===== config.mk =====
export PLATFORM = sky130hd
export DESIGN_NAME = fpc_fifo
export DESIGN_NICKNAME = d
export VERILOG_FILES = /design/src/design/fpc_fifo.sv
export SDC_FILE = /design/constraint.sdc
export NUM_CORES = 1
export LEC_CHECK = 0
export ABC_CLOCK_PERIOD_IN_PS = 1600
export BUFFER_PORTS_ARGS = -buffer_cell sky130_fd_sc_hd__clkbuf_2
export CAP_MARGIN = 0
export CORE_AREA = 5 5 42 44
export CTS_CLUSTER_SIZE = 25
export DETAILED_ROUTE_END_ITERATION = 8
export DIE_AREA = 0 0 47 49
export PLACE_DENSITY = 0.5
export SLEW_MARGIN = 20
export SYNTH_ARGS = -nofsm -noshare
export SYNTH_HDL_FRONTEND = slang
export SYNTH_SLANG_ARGS = --single-unit

===== constraint.sdc =====
create_clock -name clk_i -period 1.6 [get_ports clk_i]
set_clock_uncertainty 0.1 [all_clocks]
set_input_delay 0 -clock clk_i [delete_from_list [all_inputs] [get_ports clk_i]]
set_output_delay 0 -clock clk_i [all_outputs]
set_load 0.05 [all_outputs]

===== src/design/fpc_fifo.sv =====
// ----------------------------------------------------------------------------
// fpc_fifo: small register queue
// Flop-based fifo with a combinational head read, used for commands and results.
// ----------------------------------------------------------------------------
`default_nettype none

module fpc_fifo #(
  parameter int unsigned WIDTH = 1,
  parameter int unsigned DEPTH = 2
) (
  input  wire logic             clk_i,
  input  wire logic             rst_ni,
  input  wire logic             push_i,
  input  wire logic [WIDTH-1:0] data_i,
  output logic                  full_o,
  input  wire logic             pop_i,
  output logic [WIDTH-1:0]      data_o,
  output logic                  empty_o
);

  localparam int unsigned PTR_W = (DEPTH > 1) ? $clog2(DEPTH) : 1;
  localparam int unsigned CNT_W = $clog2(DEPTH + 1);

  logic [WIDTH-1:0] mem_q [DEPTH];
  logic [PTR_W-1:0] wr_q, wr_d, rd_q, rd_d;
  logic [CNT_W-1:0] cnt_q, cnt_d;
  logic             do_push, do_pop;

  assign full_o  = (cnt_q == CNT_W'(DEPTH));
  assign empty_o = (cnt_q == '0);
  assign do_push = push_i && !full_o;
  assign do_pop  = pop_i && !empty_o;
  assign data_o  = mem_q[rd_q];

  always_comb begin
    wr_d  = wr_q;
    rd_d  = rd_q;
    cnt_d = cnt_q;
    if (do_push) begin
      wr_d = (wr_q == PTR_W'(DEPTH - 1)) ? '0 : wr_q + PTR_W'(1);
    end
    if (do_pop) begin
      rd_d = (rd_q == PTR_W'(DEPTH - 1)) ? '0 : rd_q + PTR_W'(1);
    end
    if (do_push && !do_pop) begin
      cnt_d = cnt_q + CNT_W'(1);
    end else if (do_pop && !do_push) begin
      cnt_d = cnt_q - CNT_W'(1);
    end
  end

  always_ff @(posedge clk_i or negedge rst_ni) begin
    if (!rst_ni) begin
      wr_q  <= '0;
      rd_q  <= '0;
      cnt_q <= '0;
    end else begin
      wr_q  <= wr_d;
      rd_q  <= rd_d;
      cnt_q <= cnt_d;
    end
  end

  always_ff @(posedge clk_i) begin
    if (do_push) begin
      mem_q[wr_q] <= data_i;
    end
  end

endmodule

`default_nettype wire


# Yosys cells after proc, flatten, opt, wreduce, memory -nomap -nowiden
# Memories as Yosys holds them, arrays and structs flattened.
# Index checks and enable logic that the tools add are counted.
dict set report totals {
  mem_bits_rw 2
  out_inout_bits 3
  elab_cells 25
  input_bits 5
  reg_bits 4
  n_memories 1
}
dict set report op_classes {
  reduce_logical 10
  addsub 4
  muxes 6
  eq_ne 1
}
# memory depth width read_ports rd_clocked_by_memory_dff write_ports line
set mem_list {}
lappend mem_list {mem_q 2 1 1 0 1 24} ;# logic [WIDTH-1:0] mem_q [DEPTH];
# operator count
set op_table {}
lappend op_table {{1-bit logical AND} 4}
lappend op_table {{1-bit logical NOT} 4}
lappend op_table {{1-bit two-way mux} 4}
lappend op_table {{2-bit two-way mux} 2}
lappend op_table {{1-bit adder (second input constant)} 2}
lappend op_table {{2-bit by 1-bit adder with 2-bit output (second input constant)} 1}
lappend op_table {{2-bit == test (second input constant)} 1}
lappend op_table {{2-bit logical NOT} 1}
lappend op_table {{2-bit nonzero test} 1}
lappend op_table {{2-bit by 1-bit subtractor with 2-bit output (second input constant)} 1}

# Logic depth before layout (Yosys ltp)
dict set report logic_depth {
  word_depth 7
  depth_mapped 7
  mapped_depth_nobuf 7
}

# Worst setup path before layout
# No wires, ideal clock.
dict set report synth_timing {
  path_kind {reg-to-reg}
  from {reg cnt_q[0]}
  to {reg cnt_q[1]}
  stages_incl_launch_ff 7
  t_required_ns 1.421
  setup_slack_ns 0.139
  synth_period_minus_slack_ns 1.461
  setup_time_ns 0.079
  n_path_buf 0
  arrival_time_ns 1.282
  cell_sequence {dfrtp_1 > nand2b_1 > nand2_1 > inv_1 > ha_1 > nor2_1 > xor2_1}
}
dict set report synth_via {
  elab_chain_len 6
  elab_cells_between_ends 15
  cone_classes {add/sub: 2; eq/ne: 1; mux: 2; reduce/logical: 10}
}
# element line
set synth_lines {}
lappend synth_lines {{from (decl)} 26} ;# logic [CNT_W-1:0] cnt_q, cnt_d;
lappend synth_lines {{from (signal assigned)} 60} ;# cnt_q <= cnt_d;
lappend synth_lines {{2-bit == test / 2-bit logical NOT (equally long branches)} {29, 30}}
lappend synth_lines {{1-bit logical NOT, on equally long branches} {31, 32}}
lappend synth_lines {{1-bit logical AND, on equally long branches} {31, 32}}
lappend synth_lines {{1-bit logical NOT, on equally long branches} {47, 45}}
lappend synth_lines {{1-bit logical AND, on equally long branches} {47, 45}}
lappend synth_lines {{2-bit nonzero test (no source line) / 2-bit two-way mux (equally long branches)} --}
# Several ways; a longest one is shown, not always the timed one. The select of a mux whose other input is x is not followed.
# A chain may end at the register's enable or synchronous reset.

# Worst setup path after layout
# Ends and elaborated chain as after synthesis.

==> reports/results.tsv <==
metric	value	unit
status	finished, final reports clean	
wl	566	um
post-place-cells	47	
routed_via_density	3.782	
fin_nets	46	
ys_types	12	
worst_slew_pin_slew	280.0	ps
cts.sinks	6	
die_w	47	um
overflow	0	
grt_usage	0.05941	
ant_nets	0	
ir_drop	0.001061	V
wl_per_cell	10.29	um
setup_viol	0	
async_flop_share	0.6667	
syn_avg_cell_area	12.17	um2
rsz0062_at_grt	false	
synthTopCellsByCount	dfrtp_1 (4), nor2_1 (3), xnor2_1 (3)	
core	0.001401	mm2
cts_max_level	1	
drive_gt1_frac	0.4103	
yosysSeqAreaShare	0.5981	
drt_iter0_markers	0	
dp_hpwl	403.3	um
routed-via-count	208	
clock.fmax	675.9	MHz
clockBufferDepth	2	
critPathLaunchType	register	
area_growth	55.61	%
clockRootBuffer	clkbuf_4	
cp.arrival	1500	ps
yosysMostFrequentCell	dfrtp_1	
syn_nets	28	
ios	8	
crit_type	register to register	
slew_headroom	0.8141	
route.met3.wl	64	um
tns	0	ps
drc_errors	0	
synth_area_leaders	dfrtp_1 (37%), edfxtp_1 (22%), xnor2_1 (9.8%)	
required	1620	ps
ys.flop_type	dfrtp_1	
synth_area_leader_cell	dfrtp_1	
drv_cap	0	
netlist_instances	22	
fin_crit_sh	0.9248	
portBuffers	7	
fin_crit	1480	ps
fin_cells	55	
powerDensity	2154	mW/mm2
yosys_warnings	0	
dieArea	0.002303	mm2
synth-edff-count	2	
synth_area	267.8	um2
clk_pin_slew	50	ps
clock_latency	240	ps
grt_max_degree	5	
dr.pass1.iters	1	
grt_pass1_vias	221	
slew_viol_final	0	
numCtsBuffers	3	
p_leak	0.2023	nW
dr_wl_met2	238	um
gp_congestion	0.6520	
grt_pass1_wl	897	um
initial_utilization	0.1911	
antenna_cells	0	
cts_tree	built	
worstSetupEndpointType	register	
rows	14	
drt-met1-wl	262	um
ys_ff_latch	6	
antenna_found_initial	0	
synth_top_area_share	0.3738	
die_y	49	um
crit_fanout	4	
hp-class	primary input to register	
routed.top_layer	met3	
hold_viol_final	0	
worst max-delay path, stage by stage, from the launching register on:
cell     delay, ps
dfrtp_1        370
buf_4          150
o21ai_1        170
ha_1           190
xor2_1         190
nor2_2          50
xor2_1         140
routing by layer:
layer / vias up / global-route usage
met4: 0 / 0
met2: 11 / 0.07919
met3: 0 / 0.06642
li1: 105 / -
met5: - / 0
met1: 92 / 0.06904
cell type report:
type	instances	area (um2)
fillers	153	984.7
flip-flops and latches	6	160.2
multi-input cells	14	112.6
repair buffers	13	90.09
clock buffers	4	26.28
well taps	16	20.02
inverters	2	7.507
worst paths after layout:
check / depth (start not counted) / end / from / slack (ps)
setup / recovery: 6 / cnt_q[1] / cnt_q[0] / 120
hold / removal: 4 / rd_q / pop_i / 40
setup reg to reg: 6 / cnt_q[1] / cnt_q[0] / 120
hold reg to reg: 1 / rd_q / rd_q / 390
max in group asynchronous: 3 / cnt_q[0] / rst_ni / 650
min in group asynchronous: 3 / rd_q / rst_ni / 560
power by group:
group          internal (W)  switching [W]
clock             0.0000949      0.0000613
combinational      0.000186       0.000270
sequential         0.000230      0.0000538
sequential cells by signal (all words and copies together), names as in the netlist:
| signal | cells |
|---|---|
| rd_q | 1 |
| mem_q | 2 |
| cnt_q | 2 |
| wr_q | 1 |
logic make-up (layout without fill, tap and decap cells):
| logic type | after synthesis | after routing | share of synthesized area |
|---|---|---|---|
| buffers and inverters | 2 | 19 | 0.02805 |
| flip-flops | 6 | 6 | 0.5982 |
| XOR/XNOR | 5 | 5 | 0.1636 |
| AO/OA/AOI/OAI | 1 | 1 | 0.01867 |
| multiplexers | 1 | 1 | 0.04205 |
| adder cells (fa/ha/maj) | 1 | 1 | 0.04672 |
| AND/OR/NAND/NOR | 6 | 6 | 0.1028 |
cells in the final DEF, fill, tap and decap left out:
master and n:
inv_1 2, mux2_2 1, nand2b_4 1, clkbuf_2 7, nor2_1 2, and3_1 1, o21ai_1 1, xor2_1 2
buf_4 2, nand2_2 1, xnor2_1 3, nor2_2 1, dfrtp_1 4, clkbuf_1 1, edfxtp_1 2, ha_1 1
clkbuf_4 3, dlygate4sd3_1 4
stage by stage:
stage	hold slack, ps	utilization	total power [W]	setup slack [ps]	cell area, um2
6_report	43.59	0.2973	0.0008973	120.4	416.7
2_1_floorplan	-395.6	-	0.0005903	139.2	267.8
5_1_grt	65.24	0.2973	0.0009628	20.65	416.7
4_1_cts	43.28	0.2884	0.0008753	70.88	404.1
3_3_place_gp	-282.9	0.2411	0.0006952	129.0	337.8
3_5_place_dp	-280.4	0.2411	0.0006997	90.20	337.8
repair_timing:
action,CTS,global route
buffers inserted,0,0
resized for setup,0,3
setup endpoints to repair,0,1
hold endpoints to repair,7,0
hold buffers,4,0
(Power assumes the default switching activity.)
