### config.mk
export PLATFORM = sky130hd
export DESIGN_NAME = fpc_front
export DESIGN_NICKNAME = d
export VERILOG_FILES = /design/src/design/fpc_pkg.sv /design/src/design/fpc_front.sv
export SDC_FILE = /design/constraint.sdc
export NUM_CORES = 1
export LEC_CHECK = 0
export BUFFER_PORTS_ARGS = -buffer_cell sky130_fd_sc_hd__buf_2
export CORE_AREA = 3 3 118 120
export DETAILED_ROUTE_END_ITERATION = 8
export DIE_AREA = 0 0 121 123
export GPL_TIMING_DRIVEN = 1
export PLACE_DENSITY = 0.68
export SYNTH_ARGS = -nofsm -noshare
export SYNTH_HDL_FRONTEND = slang
export SYNTH_SLANG_ARGS = --single-unit
### constraint.sdc
create_clock -name clk_i -period 12.5 [get_ports clk_i]
set_input_delay 2.5 -clock clk_i [delete_from_list [all_inputs] [get_ports clk_i]]
set_output_delay 2.5 -clock clk_i [all_outputs]
set_load 0.03 [all_outputs]
### src/design/fpc_pkg.sv
// ----------------------------------------------------------------------------
// fpc_pkg: shared types and constants of the frustum plane cull unit
// Action and visibility codes, queue depths and the result record.
// ----------------------------------------------------------------------------
`default_nettype none

package fpc_pkg;

  localparam int unsigned FRAC_BITS_DEFAULT  = 16;
  localparam int unsigned WORD_WIDTH_DEFAULT = 32;

  localparam int unsigned PLANE_COUNT   = 6;
  localparam int unsigned COEFF_COUNT   = 4;
  localparam int unsigned MATRIX_DEPTH  = 16;
  localparam int unsigned INDEX_W       = 4;
  localparam int unsigned PLANE_IDX_W   = 3;
  localparam int unsigned CMD_Q_DEPTH   = 4;
  localparam int unsigned RES_Q_DEPTH   = 2;

  localparam logic [PLANE_IDX_W-1:0] NO_PLANE   = PLANE_IDX_W'(PLANE_COUNT);
  localparam logic [PLANE_IDX_W-1:0] LAST_PLANE = PLANE_IDX_W'(PLANE_COUNT - 1);

  typedef enum logic [1:0] {
    ACT_LOAD   = 2'd0,
    ACT_DERIVE = 2'd1,
    ACT_POINT  = 2'd2,
    ACT_SPHERE = 2'd3
  } action_e;

  typedef enum logic [1:0] {
    VIS_OUTSIDE   = 2'd0,
    VIS_INTERSECT = 2'd1,
    VIS_INSIDE    = 2'd2
  } vis_e;

  typedef enum logic {
    BK_IDLE = 1'b0,
    BK_TEST = 1'b1
  } back_state_e;

  typedef struct packed {
    action_e              action;
    logic [INDEX_W-1:0]   index;
  } cmd_ctrl_t;

  typedef struct packed {
    vis_e                   visibility;
    logic [PLANE_IDX_W-1:0] plane;
  } result_t;

endpackage

`default_nettype wire

### src/design/fpc_front.sv
// ----------------------------------------------------------------------------
// fpc_front: input stage
// Registers one item, classifies it and packs it into a command for the queue.
// ----------------------------------------------------------------------------
`default_nettype none

module fpc_front
  import fpc_pkg::*;
#(
  parameter int unsigned WORD_WIDTH = WORD_WIDTH_DEFAULT
) (
  input  wire logic                    clk_i,
  input  wire logic                    rst_ni,
  input  wire logic                    push_i,
  output logic                         full_o,
  input  wire logic [1:0]              action_i,
  input  wire logic [INDEX_W-1:0]      element_index_i,
  input  wire logic [WORD_WIDTH-1:0]   element_value_i,
  input  wire logic [WORD_WIDTH-1:0]   point_x_i,
  input  wire logic [WORD_WIDTH-1:0]   point_y_i,
  input  wire logic [WORD_WIDTH-1:0]   point_z_i,
  input  wire logic [WORD_WIDTH-2:0]   sphere_radius_i,
  output logic                         cmd_push_o,
  input  wire logic                    cmd_full_i,
  output logic [$bits(cmd_ctrl_t)+4*WORD_WIDTH-2:0] cmd_data_o
);

  logic                  valid_q, valid_d;
  logic                  accept, forward;
  cmd_ctrl_t             ctrl_q, ctrl_d;
  logic [WORD_WIDTH-1:0] a_q, b_q, c_q;
  logic [WORD_WIDTH-2:0] r_q;

  assign forward = valid_q && !cmd_full_i;
  assign full_o  = valid_q && cmd_full_i;
  assign accept  = push_i && !full_o;

  // loads carry their element in the first operand slot
  always_comb begin
    ctrl_d.action = action_e'(action_i);
    ctrl_d.index  = element_index_i;
  end

  always_comb begin
    valid_d = valid_q;
    if (accept) begin
      valid_d = 1'b1;
    end else if (forward) begin
      valid_d = 1'b0;
    end
  end

  always_ff @(posedge clk_i or negedge rst_ni) begin
    if (!rst_ni) begin
      valid_q <= 1'b0;
    end else begin
      valid_q <= valid_d;
    end
  end

  always_ff @(posedge clk_i) begin
    if (accept) begin
      ctrl_q <= ctrl_d;
      a_q    <= (ctrl_d.action == ACT_LOAD) ? element_value_i : point_x_i;
      b_q    <= point_y_i;
      c_q    <= point_z_i;
      r_q    <= sphere_radius_i;
    end
  end

  assign cmd_push_o = valid_q;
  assign cmd_data_o = {ctrl_q, a_q, b_q, c_q, r_q};

endmodule

`default_nettype wire

======== After elaboration in Yosys (flattened, before gate mapping) ========
Cells that the tools add are included.
word-level totals
  logic and storage cells ................. 17
  register bits ........................... 134
cells by class
  mux-type cells .......................... 3
  reduce and logical (&&, ||, !) cells .... 7
operators by type and width
  cell                number
  two-way mux 32 bit  1
  logical AND 1 bit   3
  zero test 1 bit     2
  zero test 2 bit     1
  two-way mux 1 bit   2
  nonzero test 2 bit  1

======== Longest topological paths before layout ========
  depth in word-level cells ............... 4
  mapped depth ............................ 3
  gate-level depth less buffers ........... 2

======== Least setup slack after synthesis ========
OpenSTA, ideal clock, no wires.
  path type ............................... input -> register
  start ................................... input cmd_full_i
  end ..................................... register a_q[0], enable pin
  stages .................................. 2
  arrival time ............................ 8.612 ns
  path slack .............................. 3.248 ns
  setup time .............................. 0.640 ns
  path through ............................ and2_1 nor2b_1
between the ends
  longest elaborated chain between the ends .. 3
RTL lines
  element               RTL line         text
  from (decl)           fpc_front.sv:24  input wire logic cmd_full_i,
  logical AND 1 bit     fpc_front.sv:35  assign full_o = valid_q && cmd_full_i;
  zero test 1 bit       fpc_front.sv:36  assign accept = push_i && !full_o;
  logical AND 1 bit     fpc_front.sv:36
  via accept            fpc_front.sv:29  logic accept, forward;
  to (signal assigned)  fpc_front.sv:64  a_q <= (ctrl_d.action == ACT_LOAD) ? element_value_i : point_x_i;
  to (decl)             fpc_front.sv:31  logic [WORD_WIDTH-1:0] a_q, b_q, c_q;
The timed path passes the listed nets, and every way through them passes these cells.
A chain may end at the register's enable or synchronous reset.

======== Worst setup path after layout ========
  start ................................... input cmd_full_i
  end ..................................... output full_o
between the ends
  longest elaborated chain between the ends .. 1
RTL lines
  element            RTL line         text
  logical AND 1 bit  fpc_front.sv:35
  to (decl)          fpc_front.sv:15  output logic full_o,
Every way passes these cells.

==> flow_summary.yaml <==
floorplan:
  floorplan.die_area_mm2: 0.0149
  die_width_um: 121
  core.rowCount: 42
  fp.dieH_um: 123
  core_area_mm2: 0.0131
  top_level_ports: 304
  initial_core_util: 0.341
sta:
  slew_viol_final: 0
  hold_ws_ns: 0.694
  upper_clock_frequency_limit_ghz: 0.182
  finalCritPeriodShare: 0.439
  report.final.setup_viol: 0
  finalWorstPathRequiredPeriod_ns: 5.49
  skew_ns: 0.00750
  worst_pin_slew_ns: 0.967
  finalWorstSetupSlack_ns: 7.01
  timing.setup.tns_ns: 0
  worst_slew_margin_rel: 0.355
  report.final.hold_viol_count: 0
  rsz0062_at_grt: "false"
route:
  via_count: 2881
  detail_route.iter0.violations: 207
  wl_per_cell_um: 15.9
  drt-pass1-iter-count: 4
  finalWirelength_um: 10800
  remaining_drc_errors: 0
  antenna_violating_nets_post_route: 0
  drt-vias-per-instance: 4.22
cts:
  post_cts_resized: 0
  cts_setup_buffers: 0
  clkSlewWorstSetupHoldPaths_ns: 0.06
  cts.sink_count: 134
  htreeDepth: 4
  cts_max_path_buffers: 2
  numCtsBuffers: 17
  worstSkewPairLatency_ns: 0.40
  post_cts_hold_buffer_count: 0
  cts.root.buffer_cell: "clkbuf_16"
  cts_tree: "done"
layout:
  mostFrequentLayoutCell: "buf_2"
  flow.area_growth_from_synthesis_pct: 51.2
  antenna_cells: 0
  instances_no_fill: 683
  layout_common_cells: "buf_2, edfxtp_1, mux2_2"
  n_fill_cell: 1090
  multi_input_area_um2: 405
  drive_above_1_share: 0.728
  sequential_cell_area_mm2: 0.00402
  design.final.nets: 663
logic_synthesis:
  ys_seq_elements: 134
  number_of_unique_standard_cell_types_used_by_synthesis: 9
  sequential_fraction_of_the_synthesis_area: 0.901
  synth_top_area_frac: 0.896
  syn_inst: 173
  post_synth_main_area_contributors: "edfxtp_1, mux2_2, clkbuf_8"
  synthesized_area_per_cell_um2: 25.8
  mappedNetlistNets: 342
  synth_area_mm2: 0.00446
  synth.largest_area_cell: "edfxtp_1"
  yosys_warnings: 0
power_and_ir_drop:
  leakage_nw: 2.90
  irDropWorstVdd_mv: 0.0625
  power-per-cell-area_mw_per_mm2: 167
placed_design:
  dp_slack_ns: 7.01
  gpl.final_weighted_congestion: 0.724
  port-buffer-count: 303
  placed_cells_incl_taps: 651
setup_path:
  cp_max_fo: 3
  worst_setup_path_start_kind: "primary input"
  critPathArrivalTime_ns: 2.99
  start_to_end_type_of_the_worst_setup_path: "in2out"
  worstPathRequired_ns: 10.00
  critical_path.endpoint_type: "output port"
worst_hold_path:
  worst_hold_path_type: "reg2reg"
global_route:
  grt_pass1_vias: 2980
  grt_overflow: 0
  grt_antenna_before_repair: 1
  groute.usage.overall: 0.140
  grt_first_pass_wirelength_um: 15300
  grt_start_max_net_pins: 82
job:
  timing.max_cap.violations: 0
run_status:
  status: "finished clean"
cell type report:
| cell class | instances | share of cell area |
|---|---|---|
| tap | 176 | 0.0327 |
| clock buffer | 18 | 0.0637 |
| clock inverter | 14 | 0.0199 |
| timing repair buffer | 305 | 0.227 |
| sequential | 134 | 0.596 |
| multi-input combinational | 36 | 0.0602 |
flip-flops by register name, indices dropped and copies added, names as in the netlist:
| signal | cells |
|---|---|
| b_q | 32 |
| r_q | 31 |
| cmd_push_o | 1 |
| c_q | 32 |
| cmd_data_o | 6 |
| a_q | 32 |
logic make-up after synthesis:
| kind of cell | Yosys count | share of synthesized area |
|---|---|---|
| flip-flops | 134 | 0.901 |
| multiplexers | 32 | 0.0825 |
| AND/OR/NAND/NOR | 4 | 0.00674 |
| buffers and inverters | 3 | 0.00926 |
routing by layer:
layer  global-route usage  vias to the layer above  routed length, um
met5                    0                        -                 13
met4               0.0737                        2                286
met3               0.0814                       25               1460
met2                0.235                      204               5530
met1                0.137                     1305               3560
li1                     -                     1345                  -
cell usage after synthesis:
master	n
nor2_4	1
mux2_2	30
nor2b_1	1
dfrtp_1	1
and2_1	1
clkbuf_8	3
edfxtp_1	133
or2_2	1
mux2_4	2
critical path, cell delays in order:
cell    delay (ns)
buf_2         0.07
and2_1        0.19
buf_2         0.23
stage by stage:
stage | power, W | utilization | instance area (um2)
2_1_floorplan | 0.000618 | - | 4460
3_3_place_gp | 0.000665 | 0.472 | 6180
3_5_place_dp | 0.000668 | 0.472 | 6180
4_1_cts | 0.00114 | 0.515 | 6740
5_1_grt | 0.00117 | 0.515 | 6740
6_report | 0.00113 | 0.515 | 6740
path summary, 6_finish.rpt:
check | from | end | slack, ns | depth (start not counted)
worst max-delay path | cmd_full_i | full_o | 7.01 | 3
worst min-delay path | cmd_push_o$_DFFE_PN0P_ | cmd_push_o$_DFFE_PN0P_ | 0.69 | 2
worst max register to register | cmd_push_o$_DFFE_PN0P_ | r_q[0]$_DFFE_PP_ | 9.96 | 4
worst min register to register | cmd_push_o$_DFFE_PN0P_ | cmd_push_o$_DFFE_PN0P_ | 0.69 | 2
max in group asynchronous | rst_ni | cmd_push_o$_DFFE_PN0P_ | 10.56 | 1
min in group asynchronous | rst_ni | cmd_push_o$_DFFE_PN0P_ | 1.85 | 1
report_power, final:
part,internal [W],total [W],switching (W)
registers,0.000527,0.000533,0.00000610
logic,0.0000427,0.000124,0.0000810
clock network,0.000291,0.000470,0.000179
(Power assumes the default switching activity.)
